**src/rtl/core/sia_pkg.sv**
```systemverilog
// Shared types and codes for the signed integer ALU.
// No dependencies; every other file of the block imports this package.
package sia_pkg;

  localparam int DATA_WIDTH_DEF = 32;
  localparam int CMD_W          = 4;

  typedef enum logic [CMD_W-1:0] {
    CMD_ADD = 4'd0,
    CMD_SUB = 4'd1,
    CMD_MUL = 4'd2,
    CMD_DIV = 4'd3,
    CMD_AND = 4'd4,
    CMD_OR  = 4'd5,
    CMD_XOR = 4'd6,
    CMD_NOT = 4'd7,
    CMD_SHL = 4'd8,
    CMD_SAR = 4'd9
  } cmd_t;

  typedef enum logic [1:0] {
    ST_OK    = 2'd0,
    ST_OVF   = 2'd1,
    ST_DIV0  = 2'd2,
    ST_SHIFT = 2'd3
  } status_t;

  typedef struct packed {
    logic [CMD_W-1:0] cmd;
    status_t          st;
    logic             lt;
    logic             eq;
    logic             neg;
  } ctl_t;

endpackage

```
**src/rtl/core/sia_front.sv**
```systemverilog
// First stage: decode, logic/add/shift results, compare flags, multiply, divide setup.
// Depends on sia_pkg.
module sia_front import sia_pkg::*; #(
  parameter int DATA_WIDTH = DATA_WIDTH_DEF
) (
  input  logic                         clk,
  input  logic                         rst_n,
  input  logic                         en,
  input  logic                         in_v,
  input  logic [CMD_W-1:0]             cmd,
  input  logic signed [DATA_WIDTH-1:0] a,
  input  logic signed [DATA_WIDTH-1:0] b,
  output logic                         v_r,
  output ctl_t                         ctl_r,
  output logic [DATA_WIDTH-1:0]        res_r,
  output logic [2*DATA_WIDTH-1:0]      prod_r,
  output logic [DATA_WIDTH-1:0]        dvd_r,
  output logic [DATA_WIDTH-1:0]        dvs_r
);
  localparam int SW = $clog2(DATA_WIDTH);
  localparam logic [DATA_WIDTH-1:0] TOP = {1'b1, {(DATA_WIDTH-1){1'b0}}};
  localparam logic [DATA_WIDTH-1:0] SH_MAX = DATA_WIDTH'(DATA_WIDTH - 2);

  logic [DATA_WIDTH-1:0]   ua, ub, sum, dif, res_nxt;
  logic [2*DATA_WIDTH-1:0] prod_nxt;
  logic                    a_min, b_min, sh_ok;
  ctl_t                    ctl_nxt;

  always_comb begin
    ua    = a[DATA_WIDTH-1] ? (~a + 1'b1) : a;
    ub    = b[DATA_WIDTH-1] ? (~b + 1'b1) : b;
    a_min = (a == TOP);
    b_min = (b == TOP);
    sum   = a + b;
    dif   = a - b;
    sh_ok = !b[DATA_WIDTH-1] && (b <= SH_MAX);
    prod_nxt = (2*DATA_WIDTH)'(ua) * (2*DATA_WIDTH)'(ub);
    res_nxt  = '0;
    ctl_nxt.cmd = cmd;
    ctl_nxt.st  = ST_OK;
    ctl_nxt.lt  = (a < b);
    ctl_nxt.eq  = (a == b);
    ctl_nxt.neg = a[DATA_WIDTH-1] ^ b[DATA_WIDTH-1];
    case (cmd)
      CMD_ADD: begin
        if (((a ^ sum) & (b ^ sum) & TOP) != '0) ctl_nxt.st = ST_OVF;
        else res_nxt = sum;
      end
      CMD_SUB: begin
        if (b_min || (((a ^ b) & (a ^ dif) & TOP) != '0)) ctl_nxt.st = ST_OVF;
        else res_nxt = dif;
      end
      CMD_MUL: begin
        if (a_min || b_min) ctl_nxt.st = ST_OVF;
      end
      CMD_DIV: begin
        if (b == '0) ctl_nxt.st = ST_DIV0;
        else if (a_min || b_min) ctl_nxt.st = ST_OVF;
      end
      CMD_AND: res_nxt = a & b;
      CMD_OR:  res_nxt = a | b;
      CMD_XOR: res_nxt = a ^ b;
      CMD_NOT: res_nxt = ~a;
      CMD_SHL: begin
        if (!sh_ok) ctl_nxt.st = ST_SHIFT;
        else res_nxt = a << b[SW-1:0];
      end
      CMD_SAR: begin
        if (!sh_ok) ctl_nxt.st = ST_SHIFT;
        else res_nxt = a >>> b[SW-1:0];
      end
      default: res_nxt = '0;
    endcase
  end

  always_ff @(posedge clk) begin
    if (!rst_n) begin
      v_r <= 1'b0;
    end else if (en) begin
      v_r <= in_v;
    end
  end

  always_ff @(posedge clk) begin
    if (en) begin
      ctl_r  <= ctl_nxt;
      res_r  <= res_nxt;
      prod_r <= prod_nxt;
      dvd_r  <= ua;
      dvs_r  <= ub;
    end
  end
endmodule

```
**config.mk**
```make
export PLATFORM = sky130hd
export DESIGN_NAME = sia_front
export DESIGN_NICKNAME = d
export VERILOG_FILES = /design/src/rtl/core/sia_pkg.sv /design/src/rtl/core/sia_front.sv
export SDC_FILE = /design/constraint.sdc
export NUM_CORES = 2
export LEC_CHECK = 0
export ABC_CLOCK_PERIOD_IN_PS = 30500
export BUFFER_PORTS_ARGS = -buffer_cell sky130_fd_sc_hd__buf_2
export CORE_MARGIN = 2
export CORE_UTILIZATION = 40
export CTS_BUF_LIST = sky130_fd_sc_hd__clkbuf_16
export CTS_CLUSTER_SIZE = 8
export DETAILED_ROUTE_END_ITERATION = 8
export PLACE_DENSITY = 0.64
export SLEW_MARGIN = 20
export SYNTH_ARGS = -nofsm -noshare
export SYNTH_HDL_FRONTEND = slang
export SYNTH_SLANG_ARGS = --single-unit
```
**constraint.sdc**
```tcl
create_clock -name clk -period 30.5 [get_ports clk]
set_input_delay 4.575 -clock clk [delete_from_list [all_inputs] [get_ports clk]]
set_output_delay 4.575 -clock clk [all_outputs]
set_load 0.02 [all_outputs]
```
==> qor.yml <==
clocking:
  cts-root-buf: "clkbuf_16"
  cts_tree: "built"
  post_cts_buffers: 0
  cts_buffers: 17
  cts_resized: 0
  h-tree-depth: 4
  cts_sinks: 170
  clockBufferDepth: 2
  cts_hold_repair.buffers: 0
  clock_latency_ps: 540
  clk_pin_slew_ps: 80
logic_synthesis:
  syn_avg_cell_area_sq_um: 8.88
  muxShareOfSynthArea_pct: 3.65
  yosysSeqAreaShare_pct: 10.8
  synth-simple-area-share_pct: 14.2
  synth_nets: 6642
  synthCells: 5309
  yosysTopAreaCellShare_pct: 38.2
  ys_async_sr_fraction_pct: 0
  yosys.area_share.adder_pct: 47.8
  synth_top_family_by_area: "adder cells"
  synth_xor_area_share_pct: 2.34
  synth-main-ff-cell: "edfxtp_1"
  syn_area_sq_mm: 0.0471
  ys_types: 98
  ys_seq_elements: 170
  synth_compound_area_share_pct: 10.2
  synth_edf_count: 169
  ys_warn_count: 0
  synth.area.top_cells: "fa_1 (38%), edfxtp_1 (11%), ha_1 (9.6%)"
  synth_top_area_cell: "fa_1"
run_status:
  status: "finished clean"
cells_and_area:
  drive_above_1_share_pct: 9.98
  nNetsFinal: 6694
  layout_commonest_cell: "inv_1"
  syn2layout_area_growth_pct: 7.78
  fill_cells: 11500
  final_cell_mix: "inv_1 (1026), fa_1 (898), nor2_1 (718)"
floorplanning:
  die_area_sq_mm: 0.121
  boundaryPins: 242
  die_y_um: 347
  rows: 125
  coreArea_sq_mm: 0.117
  initial_core_util_pct: 40.4
  fp.dieW_um: 347
setup_path:
  startpoint_type: "primary input"
  arrival_ps: 15750
  crit_buf_inv: 10
  cp_max_fo: 18
  critPathCaptureType: "flip-flop"
  slowest_delay_ps: 800
  worstSetupStartpoint: "a[0]"
  criticalPathCategory: "in -> reg"
  rr_startpoint: "v_r"
  cpMostUsedCell: "fa_1"
  critical_path.slowest_cell: "clkinv_1"
  crit_family: "adder cells"
  worstPathRequired_ps: 30810
  r2r_slack_ps: 29910
timing:
  fin_crit_sh_pct: 50.6
  tns_ps: 0
  tightest_slew_ps: 1260
  period_minus_slack_ps: 15430
  setup_violations: 0
  rsz0062_at_grt: "false"
  final_max_slew_viol_count: 0
  hold_viol: 0
  slew_headroom_pct: 16.2
  worst_slack_ps: 15070
  max_freq_mhz: 64.8
  fin_skew_ps: 0
detailed_routing:
  routed_wl_mm: 182
  wire_per_inst_um: 26.3
  drt-initial-drc-count: 4326
  drc: 0
  ant_nets: 0
  vias_per_cell: 5.85
  vias: 40400
  drt_pass1_iterations: 8
flow_run:
  drv_cap: 0
placed_design:
  post-dp-hpwl_mm: 141
  place.gp.congestion: 1.03
  post-place-ws_ps: 14690
  io_buffers: 241
grt:
  antenna_found_initial: 13
  grt_pass1_vias: 42000
  globalRouteTotalUtil_pct: 30.7
  grt_pass1_wl_mm: 272
  grt_overflow: 0
  grt_max_degree: 70
worst_hold_path:
  min_from: "v_r"
  min_path_type: "reg -> reg"
[metal layers]
layer / global-route usage [%] / up-vias / routed length [um] / share of wire [%]
met1: 39.7 / 20400 / 69900 / 38
met5: 0 / - / 132 / 0.073
met4: 16.9 / 8 / 11400 / 6.2
met2: 46.8 / 2564 / 80300 / 44
met3: 8.39 / 593 / 20100 / 11
li1: - / 16800 / - / -
[synthesized netlist by cell type, types with 17 or more instances]
cell / instances
mux4_2: 59
a211oi_1: 24
fa_1: 898
a21oi_1: 168
nand2b_1: 27
o21ai_0: 122
buf_1: 24
or3_1: 17
edfxtp_1: 169
buf_2: 33
nor2_1: 719
xnor2_1: 107
nand3_1: 47
o21bai_1: 26
nand2_1: 617
a31oi_1: 19
o22ai_1: 17
o211ai_1: 23
o221ai_1: 31
clkinv_1: 17
nor3_1: 50
nand4_1: 19
mux2i_1: 28
ha_1: 363
clkbuf_1: 241
a221oi_1: 36
o31ai_1: 25
a21o_1: 58
inv_1: 1025
[worst register-to-register path, stage by stage (launching register included)]
cell and delay [ps]:
dfxtp_1 310, mux2i_1 120, nor2b_1 60
[path summary, 6_finish.rpt]
kind / to / cells after the start
setup / recovery: prod_r[63] / 36
hold / removal: v_r / 2
setup reg to reg: v_r / 2
hold reg to reg: v_r / 2
[per-stage QoR]
| stage | hold WS, ps | instance area [sq um] | utilization, % | instances |
|---|---|---|---|---|
| floorplan | 589 | 47100 | - | 5309 |
| global placement | 492 | 50100 | 43.0 | 6866 |
| detailed placement | 513 | 50100 | 43.0 | 6866 |
| CTS | 529 | 50800 | 43.6 | 6897 |
| global route | 561 | 50800 | 43.6 | 6905 |
| finish | 521 | 50800 | 43.6 | 6907 |
[final cells by class]
class / instances / area [sq um] / share of cell area, %
clock buffers: 17 / 425 / 0.838
well taps: 1524 / 1910 / 3.75
diodes: 10 / 25.0 / 0.0493
repair buffers: 341 / 1970 / 3.88
flip-flops and latches: 170 / 5090 / 10.0
multi-input cells: 3780 / 37200 / 73.3
clock inverters: 14 / 215 / 0.424
inverters: 1051 / 3950 / 7.77
[state kept, by name, indices dropped and copies added (netlist names)]
| signal | count |
|---|---|
| prod_r | 64 |
| dvd_r | 32 |
| dvs_r | 32 |
| res_r | 32 |
| ctl_r | 9 |
| v_r | 1 |
[cells by family (layout without fill, tap and decap cells)]
kind of cell	after synthesis	count (layout)
buf+inv	1359	1423
flops	170	170
xor+xnor	124	124
compound gates	695	695
other cells	0	10
fa+ha+maj	1261	1261
simple gates	1603	1603
mux	97	97
Power is left out: the tool's default activity adds up to more than one toggle a clock period on the data nets, which glitch-free logic cannot reach.
