--- config.mk ---
export PLATFORM = sky130hd
export DESIGN_NAME = sia_div_stage
export DESIGN_NICKNAME = d
export VERILOG_FILES = /design/src/rtl/core/sia_pkg.sv /design/src/rtl/core/sia_div_stage.sv
export SDC_FILE = /design/constraint.sdc
export NUM_CORES = 1
export LEC_CHECK = 0
export BUFFER_PORTS_ARGS = -buffer_cell sky130_fd_sc_hd__buf_2
export CORE_MARGIN = 3
export CORE_UTILIZATION = 43
export DETAILED_ROUTE_END_ITERATION = 16
export PLACE_DENSITY = 0.83
export SETUP_SLACK_MARGIN = 0.05
export SLEW_MARGIN = 10
export SYNTH_ARGS = -nofsm -noshare
export SYNTH_HDL_FRONTEND = slang
export SYNTH_SLANG_ARGS = --single-unit
--- constraint.sdc ---
create_clock -name clk -period 3.5 [get_ports clk]
set_clock_uncertainty 0.1 [all_clocks]
set_input_delay 0.525 -clock clk [delete_from_list [all_inputs] [get_ports clk]]
set_output_delay 0.525 -clock clk [all_outputs]
set_load 0.03 [all_outputs]
--- src/rtl/core/sia_pkg.sv ---
// Shared types and codes for the signed integer ALU.
// No dependencies; every other file of the block imports this package.
package sia_pkg;

  localparam int DATA_WIDTH_DEF = 32;
  localparam int CMD_W          = 4;

  typedef enum logic [CMD_W-1:0] {
    CMD_ADD = 4'd0,
    CMD_SUB = 4'd1,
    CMD_MUL = 4'd2,
    CMD_DIV = 4'd3,
    CMD_AND = 4'd4,
    CMD_OR  = 4'd5,
    CMD_XOR = 4'd6,
    CMD_NOT = 4'd7,
    CMD_SHL = 4'd8,
    CMD_SAR = 4'd9
  } cmd_t;

  typedef enum logic [1:0] {
    ST_OK    = 2'd0,
    ST_OVF   = 2'd1,
    ST_DIV0  = 2'd2,
    ST_SHIFT = 2'd3
  } status_t;

  typedef struct packed {
    logic [CMD_W-1:0] cmd;
    status_t          st;
    logic             lt;
    logic             eq;
    logic             neg;
  } ctl_t;

endpackage

--- src/rtl/core/sia_div_stage.sv ---
// One restoring-division stage: one quotient bit per stage, carries the item along.
// Depends on sia_pkg.
module sia_div_stage import sia_pkg::*; #(
  parameter int DATA_WIDTH = DATA_WIDTH_DEF
) (
  input  logic                  clk,
  input  logic                  rst_n,
  input  logic                  en,
  input  logic                  v,
  input  ctl_t                  ctl,
  input  logic [DATA_WIDTH-1:0] res,
  input  logic [DATA_WIDTH-1:0] rem,
  input  logic [DATA_WIDTH-1:0] quo,
  input  logic [DATA_WIDTH-1:0] dvs,
  output logic                  v_r,
  output ctl_t                  ctl_r,
  output logic [DATA_WIDTH-1:0] res_r,
  output logic [DATA_WIDTH-1:0] rem_r,
  output logic [DATA_WIDTH-1:0] quo_r,
  output logic [DATA_WIDTH-1:0] dvs_r
);
  logic [DATA_WIDTH-1:0] sh;
  logic [DATA_WIDTH:0]   trial;
  logic                  qbit;

  always_comb begin
    sh    = {rem[DATA_WIDTH-2:0], quo[DATA_WIDTH-1]};
    trial = {1'b0, sh} - {1'b0, dvs};
    qbit  = !trial[DATA_WIDTH];
  end

  always_ff @(posedge clk) begin
    if (!rst_n) begin
      v_r <= 1'b0;
    end else if (en) begin
      v_r <= v;
    end
  end

  always_ff @(posedge clk) begin
    if (en) begin
      ctl_r <= ctl;
      res_r <= res;
      rem_r <= qbit ? trial[DATA_WIDTH-1:0] : sh;
      quo_r <= {quo[DATA_WIDTH-2:0], qbit};
      dvs_r <= dvs;
    end
  end
endmodule

==> results.py, run 1 <==
metrics = {
    "floorplanning": {
        "rows": 43,
        "coreArea_um2": 14100,
        "die_y_um": 127.0,
        "die_x_um": 127.0,
        "dieArea_um2": 16130,
        "ios": 279,
        "start_util": 0.4467,
    },
    "min_path": {
        "whs_path_depth": 1,
        "min_from": "res[8]",
        "holdPathEnd": "res_r[8]$_DFFE_PP_",
        "min_path_type": "in2reg",
    },
    "placed_design": {
        "place_area_um2": 8018,
        "portBuffers": 277,
        "dp_slack_ns": -0.06101,
        "hpwl_um": 12470,
        "place_congestion": 0.8518,
    },
    "global_route": {
        "grt_max_degree": 83,
        "grt_overflow_total": 0,
        "grt_pass1_vias": 4727,
        "grt_usage": 0.1981,
        "grt_pass1_wl_um": 24780,
        "antenna_found_initial": 1,
    },
    "drt": {
        "drtIter0Drc": 243,
        "firstDrtPassIters": 4,
        "wl_per_cell_um": 16.77,
        "drc_errors": 0,
        "vias": 4845,
        "routed_via_density": 5.031,
        "ant_nets": 0,
        "wl_um": 16150,
    },
    "clock_network": {
        "clkSinkCount": 138,
        "cts_tree": "built",
        "cts_hold_buf": 0,
        "cts_setup_buffers": 0,
        "clkLatencyLatePin_ns": 0.41,
        "cts_root_buf": "clkbuf_16",
        "cts.path.max_buffers": 2,
        "htreeDepth": 4,
        "clk_pin_slew_ns": 0.06,
        "cts_made_buffers": 17,
        "cts-resized-gates": 0,
    },
    "run": {
        "drv_cap": 0,
    },
    "yosys": {
        "synth_seq_cells": 138,
        "synthesis.nets": 642,
        "netlist_area_um2": 6297,
        "yosysTopAreaCellShare": 0.6533,
        "async_flop_share": 0,
        "yosys.area.top_type": "edfxtp_1",
        "synth_edf_count": 137,
        "yosysWarningCount": 0,
        "synth_common_cells": "edfxtp_1, a21oi_1, inv_1",
        "yosys.cell_count.top_type": "edfxtp_1",
        "ys_seq_area_frac": 0.6565,
        "avgSynthCellArea_um2": 13.46,
        "synthTopCellsByArea": "edfxtp_1, ha_1, a21oi_1, xnor2_1, inv_1",
        "ys_types": 43,
        "synthCells": 468,
        "synth_flop_cell": "edfxtp_1",
    },
    "worst_setup_path": {
        "rr_worst_depth": 2,
        "crit_arrival_ns": 3.19,
        "timing.rr.end": "v_r$_SDFFE_PN0P_",
        "critPathMaxFanout": 13,
        "critPathRequiredTime_ns": 3.56,
        "start_kind": "input port",
        "r2r_slack_ns": 2.80,
        "worstSetupEndpointType": "flop",
        "crit_type": "in2reg",
        "r2r_start": "v_r$_SDFFE_PN0P_",
    },
    "timing": {
        "worst_slew_pin_slew_ns": 0.7634,
        "finalSetupViolCount": 0,
        "relSlewSlack": 0.4911,
        "min_period_ns": 3.136,
        "drv_slew": 0,
        "rsz0062_at_grt": "no",
        "fin_crit_sh": 0.8960,
        "hold_viol": 0,
        "fin_ws_ns": 0.3639,
        "fmax_ghz": 0.3189,
    },
    "layout": {
        "nets": 944,
        "num_antenna_cells": 0,
        "fin_area_um2": 8597,
        "drive_gt1_frac": 0.4368,
        "syn_to_final_growth_pct": 36.52,
    },
    "run_status": {
        "status": "complete, no violations",
    },
    "pwr": {
        "ir_drop_mv": 0.4201,
        "power_mw": 4.835,
        "p_per_area_nw_per_um2": 562.4,
        "p_leak_nw": 3.858,
    },
}
==> where the power goes <==
group	internal [mW]	leakage [nW]	switching, mW
registers	2.00	1.35	0.0381
logic	0.366	2.23	0.688
clock network	1.01	0.281	0.736
total	3.37	3.86	1.46
==> worst max-delay path, cell delays in order <==
cell	delay, ns
buf_2	0.09
inv_1	0.04
ha_2	0.19
fa_2	0.38
nand2b_4	0.17
a21oi_4	0.17
o2111ai_2	0.14
and2_4	0.19
o31a_1	0.25
o21a_1	0.22
o31ai_4	0.23
buf_4	0.25
mux2_2	0.36
==> placed cells by master (no fill, tap or decap), types with 3 or more instances in the layout <==
master,netlist,routed
buf_2,2,276
edfxtp_1,137,137
a21oi_1,46,46
inv_1,40,40
nor2_1,37,37
ha_1,32,31
xnor2_1,20,20
nand2_1,19,19
buf_4,2,18
o21ai_0,17,17
clkbuf_16,0,17
a21o_1,14,14
xor2_1,9,9
o21a_1,7,7
nand3_1,7,7
nand4_1,6,6
nand2b_1,7,6
mux2_2,6,6
inv_6,0,6
a31oi_1,5,5
mux2_1,5,5
a211oi_1,4,4
nor3_1,4,4
and2_1,4,3
o31a_1,3,3
nor2b_1,3,3
inv_8,0,3
==> per-layer routing <==
metal / up-vias / global-route usage / part of all wire
met5: - / 0 / 0.00062
met4: 2 / 0.06625 / 0.018
met3: 26 / 0.06062 / 0.081
met2: 218 / 0.3418 / 0.51
met1: 2261 / 0.2372 / 0.39
li1: 2338 / - / -
==> worst max-delay path by stage <==
| stage | startpoint | end | slack (ns) | cells past startpoint |
|---|---|---|---|---|
| floorplan | quo[31] | rem_r[20]$_DFFE_PP_ | 0.05 | 12 |
| global placement | quo[31] | rem_r[18]$_DFFE_PP_ | -0.03 | 13 |
| detailed placement | quo[31] | rem_r[17]$_DFFE_PP_ | -0.06 | 13 |
| CTS | quo[31] | rem_r[17]$_DFFE_PP_ | 0.36 | 13 |
| global route | quo[31] | rem_r[17]$_DFFE_PP_ | 0.20 | 13 |
| finish | quo[31] | rem_r[17]$_DFFE_PP_ | 0.36 | 13 |
==> stage by stage <==
stage          setup TNS (ns)  utilization  std cells  hold WS, ns
2_1_floorplan               0            -        468       0.5239
3_3_place_gp         -0.06188       0.5688        931       0.3933
3_5_place_dp          -0.1953       0.5688        931       0.4086
4_1_cts                     0       0.6099        963       0.1629
5_1_grt                     0       0.6099        963       0.1593
6_report                    0       0.6099        963       0.1797
==> logic make-up after synthesis <==
| group | synth area share |
|---|---|
| flip-flops | 0.6565 |
| AO/OA/AOI/OAI | 0.1135 |
| XOR/XNOR | 0.04033 |
| adder cells (fa/ha/maj) | 0.06676 |
| buffers and inverters | 0.03676 |
| multiplexers | 0.02126 |
| AND/OR/NAND/NOR | 0.06497 |
==> registers in the layout, summed over array words and instances (netlist names) <==
name   cells
quo_r     32
res_r     32
dvs_r     32
ctl_r      9
v_r        1
rem_r     32
==> layout make-up <==
cell class                 count  area [um2]
sequential                   138        4134
timing repair buffer         296        1548
inverter                      40       150.1
multi-input combinational    277        1961
clock inverter                15       153.9
tap                          180       225.2
clock buffer                  17       425.4
fill                        1124        5499
Power figures use the tool's default switching activity.
==> inputs of run 2 (changes only) <==
--- a/config.mk
+++ b/config.mk
@@ -6,6 +6,7 @@
 export NUM_CORES = 1
 export LEC_CHECK = 0
 export BUFFER_PORTS_ARGS = -buffer_cell sky130_fd_sc_hd__buf_2
+export CORE_ASPECT_RATIO = 1.25
 export CORE_MARGIN = 3
 export CORE_UTILIZATION = 43
 export DETAILED_ROUTE_END_ITERATION = 16
==> results.py, run 2 (synthesis gave the netlist of run 1 again) <==
metrics = {
    "layout": {
        "final_common_cell": "buf_2",
        "fill_cells": 1132,
        "nets": 944,
        "drive_gt1_frac": 0.4348,
        "syn_to_final_growth_pct": 36.22,
        "final_cells": 958,
        "layout_common_cells": "buf_2, edfxtp_1, a21oi_1",
        "final_util": 0.6104,
    },
    "timing": {
        "fin_crit_sh": 0.9244,
        "fmax_ghz": 0.3091,
        "worst_slew_pin_slew_ns": 0.5235,
        "hold_viol": 0,
        "fin_setup_tns_ns": 0,
        "min_period_ns": 3.235,
        "rsz0062_at_grt": "no",
        "finalSetupViolCount": 0,
        "drv_slew": 0,
        "relSlewSlack": 0.6510,
    },
    "placed_design": {
        "hpwl_um": 13210,
        "portBuffers": 277,
        "dp_cells": 926,
        "place_congestion": 0.8879,
    },
    "floorplanning": {
        "die_x_um": 114.2,
        "coreArea_um2": 14050,
        "rows": 48,
        "ios": 279,
        "die_y_um": 141.3,
        "start_util": 0.4481,
        "dieArea_um2": 16140,
    },
    "min_path": {
        "whs_path_depth": 1,
        "min_from": "res[15]",
        "min_path_type": "in2reg",
        "holdPathEnd": "res_r[15]$_DFFE_PP_",
    },
    "clock_network": {
        "clkLatencyLatePin_ns": 0.40,
        "htreeDepth": 4,
        "clk_pin_slew_ns": 0.06,
        "cts_root_buf": "clkbuf_16",
        "cts.path.max_buffers": 2,
        "cts_setup_buffers": 0,
        "clkSinkCount": 138,
        "cts_made_buffers": 17,
        "cts_tree": "built",
        "cts-resized-gates": 0,
        "cts_hold_buf": 0,
    },
    "worst_setup_path": {
        "rr_worst_depth": 2,
        "r2r_start": "v_r$_SDFFE_PN0P_",
        "worstSetupEndpointType": "flop",
        "timing.rr.end": "v_r$_SDFFE_PN0P_",
        "critPathMaxFanout": 10,
        "critPathRequiredTime_ns": 3.56,
        "r2r_slack_ns": 2.81,
        "crit_type": "in2reg",
        "start_kind": "input port",
        "crit_arrival_ns": 3.29,
    },
    "drt": {
        "ant_nets": 0,
        "drc_errors": 0,
        "wl_per_cell_um": 17.47,
        "drtIter0Drc": 267,
        "firstDrtPassIters": 5,
        "wl_um": 16740,
        "routed_via_density": 5.122,
        "vias": 4907,
    },
    "run_status": {
        "status": "complete, no violations",
    },
    "global_route": {
        "grt_overflow_total": 0,
        "grt_pass1_vias": 4829,
        "antenna_found_initial": 1,
        "grt_max_degree": 59,
        "grt_pass1_wl_um": 24830,
        "grt_usage": 0.2003,
    },
    "run": {
        "drv_cap": 0,
    },
    "pwr": {
        "p_per_area_nw_per_um2": 556.6,
        "ir_drop_mv": 0.3731,
        "power_mw": 4.775,
        "p_leak_nw": 3.845,
    },
}
## run 2: critical path, stage by stage
cell       delay, ns
buf_2           0.11
inv_1           0.05
ha_2            0.20
fa_2            0.37
nand2b_4        0.16
a21oi_4         0.20
o2111ai_2       0.15
and2_4          0.19
o31a_1          0.27
o21a_1          0.22
o31ai_4         0.25
buf_4           0.24
mux2_2          0.35
## run 2: through the flow
| stage | area, um2 | setup slack (ns) | hold WS, ns |
|---|---|---|---|
| 3_5_place_dp | 8024 | -0.1244 | 0.4136 |
| 6_report | 8578 | 0.2646 | 0.1860 |
| 5_1_grt | 8578 | 0.1407 | 0.1697 |
| 4_1_cts | 8576 | 0.2802 | 0.1647 |
| 2_1_floorplan | 6326 | 0.05309 | 0.5239 |
| 3_3_place_gp | 8024 | -0.07270 | 0.3973 |
## run 2: per-layer routing
layer | vias up | GRT usage | routed length (um)
li1 | 2349 | - | -
met2 | 237 | 0.3597 | 8671
met3 | 23 | 0.07295 | 1699
met5 | - | 0 | 0
met4 | 0 | 0.07942 | 344
met1 | 2298 | 0.2112 | 6024
## run 2: final cells by class
class / instances / area [um2] / share of cell area
diodes: 1 / 2.502 / 0.0002917
clock buffers: 18 / 429.2 / 0.05003
clock inverters: 13 / 122.6 / 0.01429
inverters: 40 / 150.1 / 0.01750
multi-input cells: 277 / 1961 / 0.2286
flip-flops and latches: 138 / 4134 / 0.4819
well taps: 175 / 219.0 / 0.02553
repair buffers: 296 / 1560 / 0.1819
## run 2: power by group
group	internal, mW	total [mW]	switching [mW]
clock	0.979	1.67	0.696
sequential	2.00	2.04	0.0378
combinational	0.372	1.06	0.689
total	3.35	4.77	1.42
## run 2: worst max-delay path by stage
stage	start	to	slack, ns
2_1_floorplan	quo[31]	rem_r[20]$_DFFE_PP_	0.05
3_3_place_gp	quo[31]	rem_r[17]$_DFFE_PP_	-0.07
3_5_place_dp	quo[31]	rem_r[18]$_DFFE_PP_	-0.12
4_1_cts	quo[31]	rem_r[15]$_DFFE_PP_	0.28
5_1_grt	quo[31]	rem_r[18]$_DFFE_PP_	0.14
6_report	quo[31]	rem_r[15]$_DFFE_PP_	0.26
