--- src/rtl/core/sia_pkg.sv ---
// Shared types and codes for the signed integer ALU.
// No dependencies; every other file of the block imports this package.
package sia_pkg;

  localparam int DATA_WIDTH_DEF = 32;
  localparam int CMD_W          = 4;

  typedef enum logic [CMD_W-1:0] {
    CMD_ADD = 4'd0,
    CMD_SUB = 4'd1,
    CMD_MUL = 4'd2,
    CMD_DIV = 4'd3,
    CMD_AND = 4'd4,
    CMD_OR  = 4'd5,
    CMD_XOR = 4'd6,
    CMD_NOT = 4'd7,
    CMD_SHL = 4'd8,
    CMD_SAR = 4'd9
  } cmd_t;

  typedef enum logic [1:0] {
    ST_OK    = 2'd0,
    ST_OVF   = 2'd1,
    ST_DIV0  = 2'd2,
    ST_SHIFT = 2'd3
  } status_t;

  typedef struct packed {
    logic [CMD_W-1:0] cmd;
    status_t          st;
    logic             lt;
    logic             eq;
    logic             neg;
  } ctl_t;

endpackage

--- src/rtl/core/sia_back.sv ---
// Last stage: quotient sign, result select and a two-entry output queue.
// Depends on sia_pkg.
module sia_back import sia_pkg::*; #(
  parameter int DATA_WIDTH = DATA_WIDTH_DEF
) (
  input  logic                  clk,
  input  logic                  rst_n,
  input  logic                  v,
  input  ctl_t                  ctl,
  input  logic [DATA_WIDTH-1:0] res,
  input  logic [DATA_WIDTH-1:0] quo,
  output logic                  en,
  output logic                  spare_v,
  output logic                  out_v,
  input  logic                  out_rdy,
  output logic [DATA_WIDTH-1:0] out_res,
  output status_t               out_st,
  output logic                  out_lt,
  output logic                  out_eq
);
  typedef struct packed {
    logic [DATA_WIDTH-1:0] res;
    status_t               st;
    logic                  lt;
    logic                  eq;
  } ent_t;

  ent_t head_r, head_nxt, spare_r, spare_nxt, fin;
  logic head_v_r, head_v_nxt, spare_v_r, spare_v_nxt, push, pop;

  always_comb begin
    fin.res = res;
    if ((ctl.cmd == CMD_DIV) && (ctl.st == ST_OK)) begin
      fin.res = ctl.neg ? (~quo + 1'b1) : quo;
    end
    fin.st = ctl.st;
    fin.lt = ctl.lt;
    fin.eq = ctl.eq;
  end

  always_comb begin
    en          = !spare_v_r;
    push        = en && v;
    pop         = head_v_r && out_rdy;
    head_nxt    = head_r;
    head_v_nxt  = head_v_r;
    spare_nxt   = spare_r;
    spare_v_nxt = spare_v_r;
    if (pop) begin
      if (spare_v_r) begin
        head_nxt    = spare_r;
        spare_v_nxt = 1'b0;
      end else begin
        head_nxt   = fin;
        head_v_nxt = push;
      end
    end else if (push) begin
      if (!head_v_r) begin
        head_nxt   = fin;
        head_v_nxt = 1'b1;
      end else begin
        spare_nxt   = fin;
        spare_v_nxt = 1'b1;
      end
    end
  end

  always_ff @(posedge clk) begin
    if (!rst_n) begin
      head_v_r  <= 1'b0;
      spare_v_r <= 1'b0;
    end else begin
      head_v_r  <= head_v_nxt;
      spare_v_r <= spare_v_nxt;
    end
  end

  always_ff @(posedge clk) begin
    head_r  <= head_nxt;
    spare_r <= spare_nxt;
  end

  assign spare_v = spare_v_r;
  assign out_v   = head_v_r;
  assign out_res = head_r.res;
  assign out_st  = head_r.st;
  assign out_lt  = head_r.lt;
  assign out_eq  = head_r.eq;
endmodule

--- config.mk ---
export PLATFORM = sky130hd
export DESIGN_NAME = sia_back
export DESIGN_NICKNAME = d
export VERILOG_FILES = /design/src/rtl/core/sia_pkg.sv /design/src/rtl/core/sia_back.sv
export SDC_FILE = /design/constraint.sdc
export NUM_CORES = 1
export LEC_CHECK = 0
export ABC_AREA = 1
export BUFFER_PORTS_ARGS = -buffer_cell sky130_fd_sc_hd__clkbuf_2
export CAP_MARGIN = 20
export CORE_ASPECT_RATIO = 0.7
export CORE_MARGIN = 8
export CORE_UTILIZATION = 28
export CTS_BUF_LIST = sky130_fd_sc_hd__clkbuf_4 sky130_fd_sc_hd__clkbuf_8 sky130_fd_sc_hd__clkbuf_16
export CTS_CLUSTER_DIAMETER = 150
export DETAILED_ROUTE_END_ITERATION = 8
export PLACE_DENSITY = 0.5
export SETUP_SLACK_MARGIN = 0.4
export SYNTH_ARGS = -nofsm -noshare
export SYNTH_HDL_FRONTEND = slang
export SYNTH_SLANG_ARGS = --single-unit
--- constraint.sdc ---
create_clock -name clk -period 4.6 [get_ports clk]
set_clock_uncertainty 0.05 [all_clocks]
set_input_delay 0 -clock clk [delete_from_list [all_inputs] [get_ports clk]]
set_output_delay 0 -clock clk [all_outputs]
set_load 0.01 [all_outputs]
==> results of run 1 <==
==> state kept, by name (all words and copies together), names as in the netlist <==
signal,flops
out_v,1
spare_r,36
spare_v,1
out_res,32
out_lt,1
out_eq,1
out_st,2
==> worst max-delay path: stages (launching register included) <==
cell	delay [ps]
dfxtp_1	470
nand2_1	220
nor2_4	520
inv_1	610
buf_4	400
or2_2	290
nand2_1	70
inv_1	40
==> where the power goes <==
group          switching [mW]  internal (mW)  total, mW
logic                   0.151          0.106      0.257
registers              0.0117          0.787      0.799
clock network           0.283          0.539      0.822
total                   0.446           1.43       1.88
==> layer usage <==
metal,track usage,vias up,part of all wire,wire length (µm)
li1,-,1980,-,-
met1,0.1757,1706,0.47,5968
met4,0.04229,0,0.013,163
met2,0.1977,103,0.43,5454
met3,0.05127,13,0.092,1167
met5,0,-,0,0
==> metrics by stage <==
stage | instance area (µm²) | power, mW | hold WS, ps | cells
floorplan | 4258 | 0.9450 | 48.87 | 518
global placement | 5025 | 1.048 | 166.1 | 814
detailed placement | 5025 | 1.051 | 162.6 | 814
CTS | 5680 | 1.906 | 0.4385 | 861
global route | 5708 | 1.961 | 32.22 | 862
finish | 5708 | 1.877 | 12.28 | 862
==> cells by family (layout without fill, tap and decap cells) <==
kind of cell	after synthesis	count (layout)	synth area share
buffers and inverters	61	210	0.06024
adders and majority gates	1	1	0.002938
and+or+nand+nor	333	333	0.3388
xor gates and xnor gates	10	10	0.02057
DFF	74	74	0.5172
AOI/OAI and AO/OA	39	39	0.06024
==> Yosys cell counts, types with 4 or more instances <==
| library cell | number |
|---|---|
| or2_2 | 17 |
| a31oi_1 | 4 |
| o21ai_0 | 9 |
| nand2_2 | 5 |
| nand2_1 | 197 |
| o21ai_1 | 8 |
| o21ai_2 | 4 |
| buf_2 | 6 |
| nor2_1 | 47 |
| inv_1 | 42 |
| nand4_1 | 5 |
| edfxtp_1 | 72 |
| xor2_1 | 7 |
| clkbuf_1 | 5 |
| nor2_4 | 4 |
| nand3_1 | 51 |
| a21boi_0 | 5 |
==> path summary, 6_finish.rpt <==
path	end	slack (ps)	depth (start not counted)
worst max register to register	out_res[28]	1690	7
worst max-delay path	out_res[28]	1690	7
worst min-delay path	spare_r[35]	10	4
worst min register to register	out_res[13]	470	2
==> layout make-up <==
cell class,count,area (µm²),share of cell area
Sequential cell,74,2202,0.3858
Multi-Input combinational cell,383,1818,0.3185
Timing Repair Buffer,149,928.4,0.1626
Tap cell,195,244.0,0.04274
Clock buffer,10,232.7,0.04077
Inverter,45,170.2,0.02981
Clock inverter,6,112.6,0.01973
==> timing repair <==
item | CTS | global route
setup endpoints to repair | 0 | 0
hold buffers | 31 | 0
hold endpoints to repair | 37 | 0
==> results.tsv, run 1 <==
stage	metric	value	unit
outcome	outcome	completed	
timing	fmax	343.2	MHz
setup_path	worst_ep_arrival_time	2960	ps
place	post-place-ws	1698	ps
setup_path	cp-end-kind	flop	
cts	post_cts_buffers	0	
synthesis	syn_area_per_cell	8.220	µm²
cts	cts_max_level	3	
setup_path	worstReg2RegStart	out_v	
synthesis	synth_ff_type	edfxtp_1	
grt	overflow	0	
cts	cts_root_buffer	clkbuf_16	
cts	cts_buffers	9	
grt	grt_usage	0.1335	
synthesis	synth_cell_type_count	34	
final_layout	nNetsFinal	740	
synthesis	synth_area	4258	µm²
final_layout	fin_util	0.3865	
route	drt_iter0_markers	220	
route	vias_per_cell	4.411	
synthesis	ys_seq_area_frac	0.5172	
cts	postCtsResizedCells	0	
cts	cts_tree	done	
die	dieArea	19470	µm²
synthesis	synth.largest_area_cell	edfxtp_1	
cts	clock_latency	340	ps
timing	finalHoldViolCount	0	
synthesis	ys_warn_count	0	
route	wirelength	12750	µm
setup_path	critPathMaxFanout	31	
place	dp_hpwl	9658	µm
grt	grt_max_degree	38	
synthesis	netlist_instances	518	
setup_path	start_kind	flop	
route	final_antenna_net_count	0	
hold_path	worstHoldStart	quo[31]	
synthesis	synth-seq-cells	74	
timing	fin_crit_sh	0.6335	
setup_path	cp.required	4650	ps
grt	grt_pass1_wl	20450	µm
final_layout	most-common-layout-cells	197 x nand2_1, 115 x clkbuf_2, 72 x edfxtp_1	
power	power.density	328.9	nW/µm²
timing	worst_slack	1686	ps
die	fp-row-count	37	
grt	grt_pass1_vias	3851	
die	fp.dieH	119.2	µm
cts	cts.sinks	74	
setup_path	crit_start	out_v	
timing	setup_tns	0	ps
final_layout	syn_to_final_growth	34.06	%
die	die_w	163.4	µm
cts	cts.reportedPaths.clkPinSlew	70	ps
setup_path	worst-setup-path-type	flop to flop	
power	vdd_ir_drop_max	0.0001311	V
timing	slew_viol_final	0	
synthesis	synthTopCellsByArea	edfxtp_1 51%, nand2_1 17%, nand3_1 6.0%	
timing	worst_slew_pin_slew	954.1	ps
die	io_pins	116	
power	leakagePower	2.631	nW
timing	period_needed	2914	ps
route	first_pass_iters	4	
cts	cts.path.max_buffers	2	
die	core-area	14770	µm²
final_layout	drive_above_1_share	0.2579	
die	initial_core_util	0.2883	
route	drc	0	
synthesis	synth_edf_count	72	
final_layout	antenna_cells	0	
synthesis	synth_nets	596	
grt	antenna_found_initial	0	
timing	setup_viol	0	
hold_path	min_path_type	input port to flop	
place	port_buffers	115	
timing	grt_setup_unrepaired	false	
final_layout	fillerInstances	1532	
synthesis	yosys.area.top_type_share	0.5078	
place	place_congestion	0.8468	
final_layout	layout_commonest_cell	nand2_1	
route	drt-wirelength-per-cell	14.79	µm
timing	maxSlewHeadroom	0.3632	
flow_run	max_cap_violations	0	
synthesis	postSynth.asyncResetShare	0	
route	vias	3802	
Note: power is estimated with default switching activity, not from simulation.
==> run 2: changes to the inputs <==
ABC_AREA = 0   (was 1)
PLACE_DENSITY = 0.52   (was 0.5)
clock period = 2.5 ns   (was 4.6 ns; I/O delays follow)
==> run 2 against run 1 <==
Register-to-register slack worse by 950 ps. Non-clock buffer count increased by 10. Flip-flop and latch count unchanged. Combinational power rose by 75%. Sequential share of layout area increased by 2.4 points. Hold slack gained 2.5 ps. Worst setup slack got worse by 1200 ps. Wire length fell by 7.8%. Critical endpoint is now out_res[21].
==> results.tsv, run 2 <==
stage	metric	value	unit	change
outcome	outcome	completed		unchanged
synthesis	ys_seq_area_frac	0.5692		was 0.5172
route	drt_iter0_markers	126		was 220
place	dpl-instance-area	4741	µm²	was 5025 µm²
timing	setup_viol	0		unchanged
synthesis	postSynth.asyncResetShare	0		unchanged
die	die_w	156.5	µm	was 163.4 µm
setup_path	cp_top_family	simple AND/OR/NAND/NOR gates		unchanged
cts	cts.sinks	74		unchanged
timing	finalHoldViolCount	0		unchanged
hold_path	whs_endpoint	spare_r[33]		was spare_r[35]
setup_path	cp_slowest_cell	or4_4		was inv_1
final_layout	drive_above_1_share	0.3440		was 0.2579
synthesis	ys_warn_count	0		unchanged
cts	cts_root_buffer	clkbuf_16		unchanged
route	vias_per_cell	4.625		was 4.411
cts	post_cts_buffers	0		unchanged
die	io_pins	116		unchanged
hold_path	worstHoldStart	res[29]		was quo[31]
final_layout	syn_to_final_growth	38.84	%	was 34.06%
synthesis	synth_ff_type	edfxtp_1		unchanged
hold_path	min_path_type	input port to flop		unchanged
die	initial_core_util	0.2825		was 0.2883
timing	slew_viol_final	0		unchanged
setup_path	path_depth	7		unchanged
synthesis	yosysMostFrequentCell	edfxtp_1		was nand2_1
final_layout	nNetsFinal	573		was 740
power	power.total	3.187	mW	was 1.877 mW
place	dp_hpwl	8574	µm	was 9658 µm
setup_path	worstReg2RegStart	spare_v		was out_v
final_layout	final_area	5371	µm²	was 5708 µm²
synthesis	netlist_instances	341		was 518
place	place_congestion	0.7500		was 0.8468
synthesis	yosys.area.top_type_share	0.5589		was 0.5078
synthesis	synth.largest_area_cell	edfxtp_1		unchanged
grt	grt_pass1_wl	18620	µm	was 20450 µm
setup_path	critPathMaxFanout	7		was 31
die	dieArea	17890	µm²	was 19470 µm²
cts	cts_buffers	9		unchanged
cts	cts.reportedPaths.clkPinSlew	60	ps	was 70 ps
setup_path	cp-end-kind	flop		unchanged
synthesis	synth_nets	419		was 596
timing	maxSlewHeadroom	0.5005		was 0.3632
route	first_pass_iters	4		unchanged
timing	timing.hold.ws	14.75	ps	was 12.28 ps
grt	grt_usage	0.1352		was 0.1335
timing	grt_setup_unrepaired	false		unchanged
timing	setup_tns	0	ps	unchanged
setup_path	slowest_delay	550	ps	was 610 ps
grt	overflow	0		unchanged
setup_path	crit_chain	clkbuf_2 -> or4_4 -> or3_4 -> or2_1 -> o41ai_2 -> xor2_1 -> a221oi_1		was nand2_1 -> nor2_4 -> inv_1 -> buf_4 -> or2_2 -> nand2_1 -> inv_1
synthesis	synth_cell_type_count	44		was 34
die	core-area	13690	µm²	was 14770 µm²
final_layout	layout_commonest_cell	clkbuf_2		was nand2_1
synthesis	synth_area	3869	µm²	was 4258 µm²
timing	fmax	506.9	MHz	
setup_path	cp.required	2590	ps	was 4650 ps
setup_path	start_kind	input port		was flop
final_layout	most-common-layout-cells	115 x clkbuf_2, 72 x edfxtp_1, 44 x nand2_1		was 197 x nand2_1, 115 x clkbuf_2, 72 x edfxtp_1
timing	period_needed	1973	ps	
place	port_buffers	115		unchanged
cts	cts_max_level	3		unchanged
synthesis	synthTopCellsByArea	edfxtp_1 56%, xor2_1 5.9%, mux2_2 5.5%		was edfxtp_1 51%, nand2_1 17%, nand3_1 6.0%
route	vias	3191		was 3802
route	wirelength	11750	µm	was 12750 µm
setup_path	r2r-end	out_res[24]		was out_res[28]
power	leakagePower	2.145	nW	was 2.631 nW
setup_path	reg2regPathDepth	4		was 7
cts	cts_tree	done		unchanged
setup_path	worst_ep_arrival_time	2060	ps	was 2960 ps
timing	fin_crit_sh	0.7891		
power	vdd_ir_drop_max	0.0003041	V	was 0.0001311 V
grt	antenna_found_initial	1		was 0
final_layout	max_flop_register	spare_r		unchanged
setup_path	rrSetupSlack	740	ps	was 1690 ps
die	fp-row-count	36		was 37
grt	grt_pass1_vias	3347		was 3851
hold_path	whs_path_depth	3		was 4
cts	cts.path.max_buffers	2		unchanged
final_layout	antenna_cells	0		unchanged
timing	worst_slew_pin_slew	749.2	ps	was 954.1 ps
power	power.density	593.3	nW/µm²	was 328.9 nW/µm²
die	fp.dieH	114.3	µm	was 119.2 µm
flow_run	max_cap_violations	0		unchanged
final_layout	final_cell_count_no_fill	690		was 862
place	dp_cells	640		was 814
grt	grt_max_degree	40		was 38
synthesis	synth_edf_count	72		unchanged
synthesis	synth_common_cells	72 x edfxtp_1, 44 x nand2_1, 37 x nor2_1, 26 x xor2_1		was 197 x nand2_1, 72 x edfxtp_1, 51 x nand3_1, 47 x nor2_1, 42 x inv_1
route	drc	0		unchanged
final_layout	largest_reg_flops	36		unchanged
synthesis	syn_area_per_cell	11.35	µm²	was 8.220 µm²
setup_path	worst-setup-path-type	input port to flop		was flop to flop
cts	clock_latency	330	ps	was 340 ps
synthesis	synth-seq-cells	74		unchanged
setup_path	worstPathBufferInverterCount	1		was 3
route	final_antenna_net_count	0		unchanged
route	drt-wirelength-per-cell	17.03	µm	was 14.79 µm
run 2: changes by cell type after synthesis, sizes merged, moves of 8 or more:
cell,change
nor2,-14
clkbuf,+9
nand2,-158
nor4,+8
a21oi,+19
xor2,+19
mux2,+19
inv,-39
buf,-9
or2,-15
nand3,-49
run 2: tightest hold or removal path, cell delays in order:
cell	delay, ps
clkbuf_2	80
nor2_1	60
a21oi_1	130
run 2: power by group:
group	total, mW	internal (mW)	leakage (nW)	switching [mW]
registers	1.47	1.45	0.691	0.0219
logic	0.450	0.203	1.31	0.247
clock network	1.27	0.761	0.140	0.506
total	3.19	2.41	2.14	0.775
run 2: worst max path at each step:
stage | startpoint | end
5_1_grt | quo[14] | out_res[21]
3_5_place_dp | quo[14] | out_res[21]
4_1_cts | quo[14] | out_res[21]
6_report | quo[14] | out_res[21]
3_3_place_gp | quo[14] | out_res[21]
2_1_floorplan | quo[14] | out_res[24]
run 2: routing by layer:
layer / share of wire / vias to the layer above / track usage
met1: 0.47 / 1500 / 0.1772
met3: 0.083 / 9 / 0.05204
met5: 0.00077 / - / 0
met2: 0.44 / 91 / 0.2064
li1: - / 1589 / -
met4: 0.0072 / 2 / 0.03063
run 2: cell families after synthesis:
kind of cell    share of synthesized area
compound gates                     0.1384
xor+xnor                          0.06339
fa+ha+maj                        0.003234
buf+inv                           0.02264
flops                              0.5692
mux                               0.05789
simple gates                       0.1452
run 2: stage by stage:
| step | util | worst slack (ps) |
|---|---|---|
| 2_1_floorplan | - | 412.6 |
| 3_3_place_gp | 0.3462 | 150.5 |
| 3_5_place_dp | 0.3462 | 46.68 |
| 4_1_cts | 0.3919 | 407.7 |
| 5_1_grt | 0.3923 | 439.5 |
| 6_report | 0.3923 | 527.2 |
run 2: final cells by class:
| type | count | area, µm² |
|---|---|---|
| inverters | 5 | 18.77 |
| clock buffers | 9 | 225.2 |
| flip-flops and latches | 74 | 2202 |
| well taps | 190 | 237.7 |
| fillers | 1394 | 8322 |
| repair buffers | 159 | 1016 |
| multi-input cells | 246 | 1612 |
| clock inverters | 7 | 60.06 |
run 2: repair_timing:
action,CTS,global route
hold buffers,34,0
gates resized for setup,0,1
endpoints found under the hold margin,38,0
endpoints found under the setup margin,0,4
