$ cat src/rtl/core/sia_pkg.sv
// Shared types and codes for the signed integer ALU.
// No dependencies; every other file of the block imports this package.
package sia_pkg;

  localparam int DATA_WIDTH_DEF = 32;
  localparam int CMD_W          = 4;

  typedef enum logic [CMD_W-1:0] {
    CMD_ADD = 4'd0,
    CMD_SUB = 4'd1,
    CMD_MUL = 4'd2,
    CMD_DIV = 4'd3,
    CMD_AND = 4'd4,
    CMD_OR  = 4'd5,
    CMD_XOR = 4'd6,
    CMD_NOT = 4'd7,
    CMD_SHL = 4'd8,
    CMD_SAR = 4'd9
  } cmd_t;

  typedef enum logic [1:0] {
    ST_OK    = 2'd0,
    ST_OVF   = 2'd1,
    ST_DIV0  = 2'd2,
    ST_SHIFT = 2'd3
  } status_t;

  typedef struct packed {
    logic [CMD_W-1:0] cmd;
    status_t          st;
    logic             lt;
    logic             eq;
    logic             neg;
  } ctl_t;

endpackage

$ cat src/rtl/core/sia_mfix.sv
// Second stage: multiply range check and sign, divider register setup.
// Depends on sia_pkg.
module sia_mfix import sia_pkg::*; #(
  parameter int DATA_WIDTH = DATA_WIDTH_DEF
) (
  input  logic                    clk,
  input  logic                    rst_n,
  input  logic                    en,
  input  logic                    v,
  input  ctl_t                    ctl,
  input  logic [DATA_WIDTH-1:0]   res,
  input  logic [2*DATA_WIDTH-1:0] prod,
  input  logic [DATA_WIDTH-1:0]   dvd,
  input  logic [DATA_WIDTH-1:0]   dvs,
  output logic                    v_r,
  output ctl_t                    ctl_r,
  output logic [DATA_WIDTH-1:0]   res_r,
  output logic [DATA_WIDTH-1:0]   rem_r,
  output logic [DATA_WIDTH-1:0]   quo_r,
  output logic [DATA_WIDTH-1:0]   dvs_r
);
  localparam logic [2*DATA_WIDTH-1:0] LIM_NEG = (2*DATA_WIDTH)'(1) << (DATA_WIDTH - 1);
  localparam logic [2*DATA_WIDTH-1:0] LIM_POS = LIM_NEG - 1'b1;

  ctl_t                  ctl_nxt;
  logic [DATA_WIDTH-1:0] res_nxt;

  always_comb begin
    ctl_nxt = ctl;
    res_nxt = res;
    if ((ctl.cmd == CMD_MUL) && (ctl.st == ST_OK)) begin
      if (prod > (ctl.neg ? LIM_NEG : LIM_POS)) begin
        ctl_nxt.st = ST_OVF;
        res_nxt    = '0;
      end else begin
        res_nxt = ctl.neg ? (~prod[DATA_WIDTH-1:0] + 1'b1) : prod[DATA_WIDTH-1:0];
      end
    end
  end

  always_ff @(posedge clk) begin
    if (!rst_n) begin
      v_r <= 1'b0;
    end else if (en) begin
      v_r <= v;
    end
  end

  always_ff @(posedge clk) begin
    if (en) begin
      ctl_r <= ctl_nxt;
      res_r <= res_nxt;
      rem_r <= '0;
      quo_r <= dvd;
      dvs_r <= dvs;
    end
  end
endmodule

$ cat config.mk
export PLATFORM = sky130hd
export DESIGN_NAME = sia_mfix
export DESIGN_NICKNAME = d
export VERILOG_FILES = /design/src/rtl/core/sia_pkg.sv /design/src/rtl/core/sia_mfix.sv
export SDC_FILE = /design/constraint.sdc
export NUM_CORES = 1
export LEC_CHECK = 0
export ABC_AREA = 1
export BUFFER_PORTS_ARGS = -buffer_cell sky130_fd_sc_hd__buf_2
export CELL_PAD_IN_SITES_DETAIL_PLACEMENT = 0
export CELL_PAD_IN_SITES_GLOBAL_PLACEMENT = 2
export CORE_AREA = 2 2 150 152
export CTS_CLUSTER_SIZE = 16
export DETAILED_ROUTE_END_ITERATION = 8
export DIE_AREA = 0 0 152 154
export PLACE_DENSITY = 0.82
export SLEW_MARGIN = 20
export SYNTH_ARGS = -nofsm -noshare
export SYNTH_HDL_FRONTEND = slang
export SYNTH_SLANG_ARGS = --single-unit
export TNS_END_PERCENT = 50
$ cat constraint.sdc
create_clock -name clk -period 5.3 [get_ports clk]
set_input_delay 1.325 -clock clk [delete_from_list [all_inputs] [get_ports clk]]
set_output_delay 1.325 -clock clk [all_outputs]
set_load 0.02 [all_outputs]
==> flow_summary_export.csv, run 1 <==
group,metric,value,unit
finish,drive_gt1_share,35.7,%
floorplan,core,0.0217,mm^2
worst_setup_path,end_kind,"register",
detailed_routing,drc,0,
worst_hold_path,hold_path.class,"reg2reg",
finish,finalNetCount,1092,
logic_synthesis,synth_cells,608,
clocking,hold_buffers,0,
logic_synthesis,netlist_area,0.00580,mm^2
global_routing,grt_pass1_wl,26800,um
clocking,cts_setup_buffers,0,
worst_setup_path,reg2reg_to,"v_r",
logic_synthesis,yosysSeqAreaShare,54.7,%
clocking,clockBufferDepth,2,
timing,timing.final.crit_period,3450,ps
clocking,clockRootBuffer,"clkbuf_16",
placement,port_buffers,278,
detailed_routing,num_vias,5065,
floorplan,fp-row-count,54,
logic_synthesis,avgSynthCellArea,9.54,um^2
global_routing,grt_max_degree,63,
timing,worst_pin_slew,821,ps
pwr,leakage,3.62,nW
worst_setup_path,arrival,3650,ps
finish,postLayoutCoreUtil,35.3,%
timing,max_slew_margin,45.2,%
global_routing,grt_pass1_vias,4830,
worst_setup_path,r2r_cells,2,
worst_setup_path,crit_type,"in2reg",
finish,syn2layout_area_growth,32.1,%
worst_setup_path,path_max_fanout,62,
clocking,cts-htree-levels,3,
clocking,post_cts_resized,0,
floorplan,chipHeight,154,um
floorplan,num_io_pins,311,
global_routing,grt_overflow,0,
clocking,numCtsBuffers,9,
finish,antenna_cells,0,
detailed_routing,ant_nets,0,
logic_synthesis,synth_cell_types,34,
placement,hpwl,14100,um
clocking,path_clk_slew,70,ps
timing,hold_viol,0,
timing,finalSetupViolations,0,
worst_setup_path,crit_slowest_cell,"buf_4",
global_routing,grt_use_total,14.5,%
timing,fmax,290,MHz
detailed_routing,wl,17400,um
placement,gp_congestion,0.811,
timing,fin_worst_skew,0,ps
pwr,peakVddDrop,0.000143,V
worst_setup_path,cp-endpoint,"res_r[17]",
timing,fin_tns_setup,0,ps
worst_setup_path,timing.rr.start,"v_r",
worst_setup_path,worstPathRequired,5510,ps
timing,timing.final.crit_share,65.0,%
clocking,cts_sinks,106,
worst_setup_path,worst_setup_path_start_kind,"primary input",
global_routing,grt_antenna_before_repair,0,
floorplan,die_area,0.0234,mm^2
worst_setup_path,rrSetupSlack,4640,ps
flow_run,maxCapViolCount,0,
finish,fillers,2327,
detailed_routing,first_iter_violations,336,
worst_setup_path,crit_path_frequent_cell,"nand2_1",
pwr,p_per_area,265,mW/mm^2
outcome,status,"complete, no violations",
timing,drv_slew,0,
detailed_routing,viasPerCell,4.33,
floorplan,start_util,26.8,%
detailed_routing,wl_per_cell,14.9,um
detailed_routing,firstDrtPassIters,6,
clocking,clk_latency,340,ps
logic_synthesis,ys_warn_count,0,
worst_setup_path,path_cells,"buf_2 > buf_4 > ha_1 > a21oi_1 > o21ai_0 > nand2_1 > nand2_1 > a21oi_1 > nand3_1 > nand2_1 > buf_4 > nand2_1 > nand2_1",
floorplan,die_x,152,um
worst_setup_path,critPathLaunch,"ctl[0]",
timing,rsz0062_at_grt,"false",
clocking,cts_tree,"done",
worst_setup_path,cp_slowest_stage_delay,530,ps
logic_synthesis,synth.ff_latch_count,106,
## cell usage in the layout, fill, tap and decap left out
cell	Yosys	final
ha_1	33	33
nor4_1	5	5
o21ai_0	17	17
inv_2	3	3
o21a_1	3	3
buf_2	4	277
xor2_1	6	6
nor3_1	6	6
nand4_1	9	9
nand2_2	3	3
nor2_8	1	1
nor3b_1	1	1
o21ai_2	1	1
nand2_4	1	1
conb_1	1	32
and3_1	2	2
edfxtp_1	105	105
a21o_1	1	1
o21ai_1	1	1
clkbuf_16	0	9
and2_1	1	1
clkinvlp_4	0	4
nand3_2	2	2
nand3b_1	5	5
nand3_1	19	19
clkbuf_1	6	1
inv_1	30	30
inv_8	0	2
nand2_1	183	183
buf_4	36	6
dfxtp_1	1	1
nor2_2	6	6
nor2_1	75	75
nor2_4	3	3
a21oi_1	32	32
xnor2_1	5	5
## cells by family after synthesis
| family | count (synthesis) | share of synthesized area, % |
|---|---|---|
| buffers and inverters | 80 | 7.59 |
| and+or+nand+nor | 322 | 23.9 |
| adders and majority gates | 33 | 7.12 |
| xor gates and xnor gates | 11 | 1.66 |
| AOI/OAI and AO/OA | 55 | 4.98 |
| DFF | 106 | 54.7 |
| other | 1 | 0.0646 |
## cell type report
cell class / count / area [um^2] / share of cell area (%)
inverter: 33 / 124 / 1.62
timing repair buffer: 283 / 1430 / 18.7
sequential: 106 / 3170 / 41.4
clock inverter: 6 / 52.6 / 0.686
multi-input combinational: 453 / 2300 / 30.1
tap: 280 / 350 / 4.57
clock buffer: 10 / 229 / 2.99
## where the power goes
part / internal, W / total (W) / switching, W
sequential: 0.000995 / 0.00101 / 0.0000149
clock: 0.000326 / 0.000631 / 0.000306
combinational: 0.000136 / 0.000391 / 0.000256
## state kept, by name, summed over array words and instances (netlist names)
| register | flops |
|---|---|
| ctl_r | 9 |
| res_r | 32 |
| dvs_r | 32 |
| quo_r | 32 |
| v_r | 1 |
## metal layers
layer  global-route usage (%)  wire (um)
met1                     17.9       7280
met2                     25.6       8600
met3                     2.76       1200
met4                     4.54        342
met5                        0          0
## worst min-delay path by stage
stage,to,cells past startpoint,from,slack [ps]
final,v_r,2,v_r,550
after global routing,v_r,2,v_r,610
after CTS,v_r,2,v_r,550
after detailed placement,v_r,2,v_r,530
after global placement,v_r,2,v_r,520
after floorplan,v_r,2,v_r,610
## through the flow
stage	cell area [um^2]	setup slack, ps	total power [W]	hold slack, ps	std cells
2_1_floorplan	5920	2320	0.00126	606	639
3_3_place_gp	7380	1480	0.00142	520	1155
3_5_place_dp	7380	1460	0.00143	532	1155
4_1_cts	7660	1820	0.00206	551	1171
5_1_grt	7660	1560	0.00213	612	1171
6_report	7660	1850	0.00203	547	1171
## synth_stat cells
| cell | instances | share of area, % |
|---|---|---|
| edfxtp_1 | 105 | 54 |
| buf_2 | 4 | 0.35 |
| o21ai_0 | 17 | 1.5 |
| nor3_1 | 6 | 0.52 |
| clkbuf_1 | 6 | 0.39 |
| nor2_8 | 1 | 0.35 |
| o21ai_2 | 1 | 0.15 |
| nand3_2 | 2 | 0.35 |
| nand4_1 | 9 | 0.97 |
| a21oi_1 | 32 | 2.8 |
| inv_1 | 30 | 1.9 |
| nand2_1 | 183 | 12 |
| o21ai_1 | 1 | 0.086 |
| nand2_2 | 3 | 0.32 |
| dfxtp_1 | 1 | 0.35 |
| buf_4 | 36 | 4.7 |
| conb_1 | 1 | 0.065 |
| ha_1 | 33 | 7.1 |
| nand3_1 | 19 | 1.6 |
| xnor2_1 | 5 | 0.75 |
| inv_2 | 3 | 0.19 |
| and3_1 | 2 | 0.22 |
| nor2_2 | 6 | 0.65 |
| nor2_1 | 75 | 4.9 |
| o21a_1 | 3 | 0.39 |
| nand2_4 | 1 | 0.19 |
| nor2_4 | 3 | 0.58 |
| a21o_1 | 1 | 0.13 |
| nor4_1 | 5 | 0.54 |
| and2_1 | 1 | 0.11 |
| nor3b_1 | 1 | 0.13 |
| nand3b_1 | 5 | 0.65 |
| xor2_1 | 6 | 0.91 |
| buf_1 | 1 | 0.065 |
## worst max-delay path, delay by kind of cell
family / cells / cell delay, ps
adder cells (fa/ha/maj): 1 / 360
buffers and inverters: 3 / 940
AO/OA/AOI/OAI: 3 / 420
AND/OR/NAND/NOR: 6 / 540
No activity file was read; power rests on OpenSTA's default activity.
==> inputs of run 2 (changes only) <==
ABC_AREA = 0   (was 1)
CORE_AREA = 2 2 153 155   (was 2 2 150 152)
DIE_AREA = 0 0 155 157   (was 0 0 152 154)
PLACE_DENSITY = 0.73   (was 0.82)
clock period = 2.8 ns   (was 5.3 ns; I/O delays follow)
==> flow_summary_export.csv, run 2 <==
group,metric,value,unit
outcome,status,"complete, no violations",
clocking,cts-htree-levels,3,
global_routing,grt_util_met2,24.7,%
clocking,cts_tree,"done",
logic_synthesis,synth_cell_types,39,
clocking,cts_sinks,106,
placement,postPlaceCellArea,0.00720,mm^2
detailed_routing,drc,0,
detailed_routing,ant_nets,0,
worst_setup_path,arrival,2690,ps
floorplan,core,0.0225,mm^2
logic_synthesis,ys_warn_count,0,
global_routing,grt_use_total,12.4,%
detailed_routing,viasPerCell,4.30,
global_routing,top_usage_layer,"met2",
global_routing,grt_antenna_before_repair,1,
timing,rsz0062_at_grt,"false",
placement,hpwl,13300,um
logic_synthesis,ys_async_sr_fraction,0,%
worst_setup_path,end_kind,"register",
logic_synthesis,synth_compound_area_share,11.1,%
floorplan,start_util,23.8,%
clocking,hold_buffers,0,
worst_setup_path,path_max_fanout,17,
worst_setup_path,timing.rr.start,"v_r",
clocking,numCtsBuffers,9,
worst_setup_path,worstPathRequired,2860,ps
logic_synthesis,synth_top_family_by_area,"compound AO/OA/AOI/OAI gates",
pwr,leakage,3.35,nW
timing,fmax,380,MHz
floorplan,die_area,0.0243,mm^2
worst_hold_path,hold_path.class,"reg2reg",
finish,finalNetCount,918,
timing,max_slew_margin,60.7,%
pwr,p_per_area,523,mW/mm^2
logic_synthesis,synth_mux_area_share,0.374,%
logic_synthesis,yosys.area.top_type,"edfxtp_1",
floorplan,num_io_pins,311,
detailed_routing,first_iter_violations,200,
finish,ff_latch_area,0.00317,mm^2
timing,timing.final.crit_period,2630,ps
logic_synthesis,synth_cells,404,
worst_hold_path,holdCritStartpoint,"v_r",
finish,final_common_cell,"buf_2",
clocking,clockRootBuffer,"clkbuf_16",
logic_synthesis,yosysMostFrequentCell,"edfxtp_1",
detailed_routing,firstDrtPassIters,4,
clocking,clk_latency,330,ps
timing,hold_viol,0,
logic_synthesis,yosysSeqAreaShare,59.3,%
global_routing,met1_usage,12.5,%
clocking,clockBufferDepth,2,
timing,timing.final.crit_share,94.0,%
logic_synthesis,synth_edf_count,105,
timing,finalSetupViolations,0,
global_routing,grt_pass1_vias,4242,
floorplan,fp-row-count,55,
worst_setup_path,critPathLaunch,"ctl[0]",
timing,whs,513,ps
detailed_routing,num_vias,4309,
flow_run,maxCapViolCount,0,
pwr,peakVddDrop,0.000265,V
placement,gp_congestion,0.770,
placement,port_buffers,278,
worst_setup_path,crit_type,"in2reg",
timing,worst_pin_slew,590,ps
logic_synthesis,synth_flop_cell,"edfxtp_1",
finish,syn2layout_area_growth,40.7,%
finish,fin_area,0.00753,mm^2
finish,reg.largest.list,"dvs_r (32), quo_r (32), res_r (32)",
logic_synthesis,synthAdderAreaFrac,7.72,%
finish,fillers,2311,
finish,antenna_cells,0,
logic_synthesis,synth_commonest_cells,"edfxtp_1, nand2_1, o31ai_1, buf_4, ha_1",
finish,most-common-layout-cells,"buf_2, edfxtp_1, nand2_1",
global_routing,grt_overflow,0,
timing,fin_tns_setup,0,ps
logic_synthesis,synth-simple-area-share,10.5,%
worst_setup_path,worst_setup_path_start_kind,"primary input",
global_routing,grt_pass1_wl,23100,um
clocking,path_clk_slew,70,ps
detailed_routing,wl_per_cell,16.0,um
logic_synthesis,synth_xor_area_share,4.91,%
global_routing,use_met3,3.17,%
floorplan,chipHeight,157,um
finish,drive_gt1_share,47.4,%
logic_synthesis,netlist_area,0.00535,mm^2
floorplan,die_x,155,um
finish,multi_input_area,0.00198,mm^2
logic_synthesis,synth_area_leaders,"edfxtp_1, ha_1, o31ai_1",
logic_synthesis,synth.ff_latch_count,106,
timing,fin_worst_skew,0,ps
logic_synthesis,synth_top_area_share,58.9,%
timing,drv_slew,0,
global_routing,grt_max_degree,65,
detailed_routing,wl,16000,um
logic_synthesis,avgSynthCellArea,13.2,um^2
## run 2: cell count changes in the layout (fill, tap and decap cells not counted), sizes merged, moves of 10 or more
| cell | previous run | this run |
|---|---|---|
| buf | 283 | 311 |
| a21oi | 32 | 12 |
| o21ai | 19 | 7 |
| nand3 | 21 | 7 |
| nand2 | 187 | 44 |
| nor2 | 85 | 5 |
| o31ai | 0 | 44 |
| xor2 | 6 | 28 |
| inv | 35 | 6 |
| nor4 | 5 | 15 |
## run 2: worst paths after layout
kind,endpoint,slack (ps),cells past startpoint
worst min-delay path,v_r,510,2
worst max-delay path,res_r[20],170,10
worst max register to register,v_r,2220,2
worst min register to register,v_r,510,2
## run 2: worst max-delay path: stages
cell,delay [ps]
buf_2,130
buf_4,180
ha_1,300
nand4_1,210
nor4_2,330
buf_4,150
nand2b_1,60
o221ai_2,290
buf_6,240
o31ai_1,100
## run 2: area by class of cell
| cell class | instances | share of cell area [%] |
|---|---|---|
| multi-input combinational | 280 | 26.4 |
| timing repair buffer | 311 | 22.5 |
| clock buffer | 10 | 3.04 |
| tap | 285 | 4.74 |
| clock inverter | 6 | 0.997 |
| sequential | 106 | 42.1 |
| inverter | 4 | 0.199 |
## run 2: stage by stage
step / cells / setup slack, ps / total power [W] / utilization (%)
finish: 1002 / 168 / 0.00394 / 33.5
global route: 1002 / 34.7 / 0.00412 / 33.5
CTS: 1001 / 113 / 0.00399 / 33.4
detailed placement: 985 / -259 / 0.00271 / 32.0
global placement: 985 / -268 / 0.00270 / 32.0
floorplan: 435 / 270 / 0.00235 / -
## run 2: power breakdown
part / switching, W / internal (W) / total [W]
combinational: 0.000471 / 0.000281 / 0.000752
clock: 0.000570 / 0.000707 / 0.00128
sequential: 0.0000285 / 0.00188 / 0.00191
## run 2: timing repair
action	CTS	global route
buffers inserted	0	1
setup endpoints to repair	0	17
gates resized for setup	0	4
## run 2: logic make-up (layout without fill, tap and decap cells)
family                     Yosys count  count (layout)
AOI/OAI and AO/OA                   80              80
adders and majority gates           33              33
xor gates and xnor gates            30              30
other                                1              32
buffers and inverters               49             331
DFF                                106             106
and+or+nand+nor                    103             103
muxes                                2               2
## run 2: metal layers
metal	wire, um	vias to the layer above	part of all wire (%)
met4	236	0	1.5
met3	1230	16	7.7
met5	0	-	0
met1	5890	1961	37
li1	-	2119	-
met2	8660	213	54
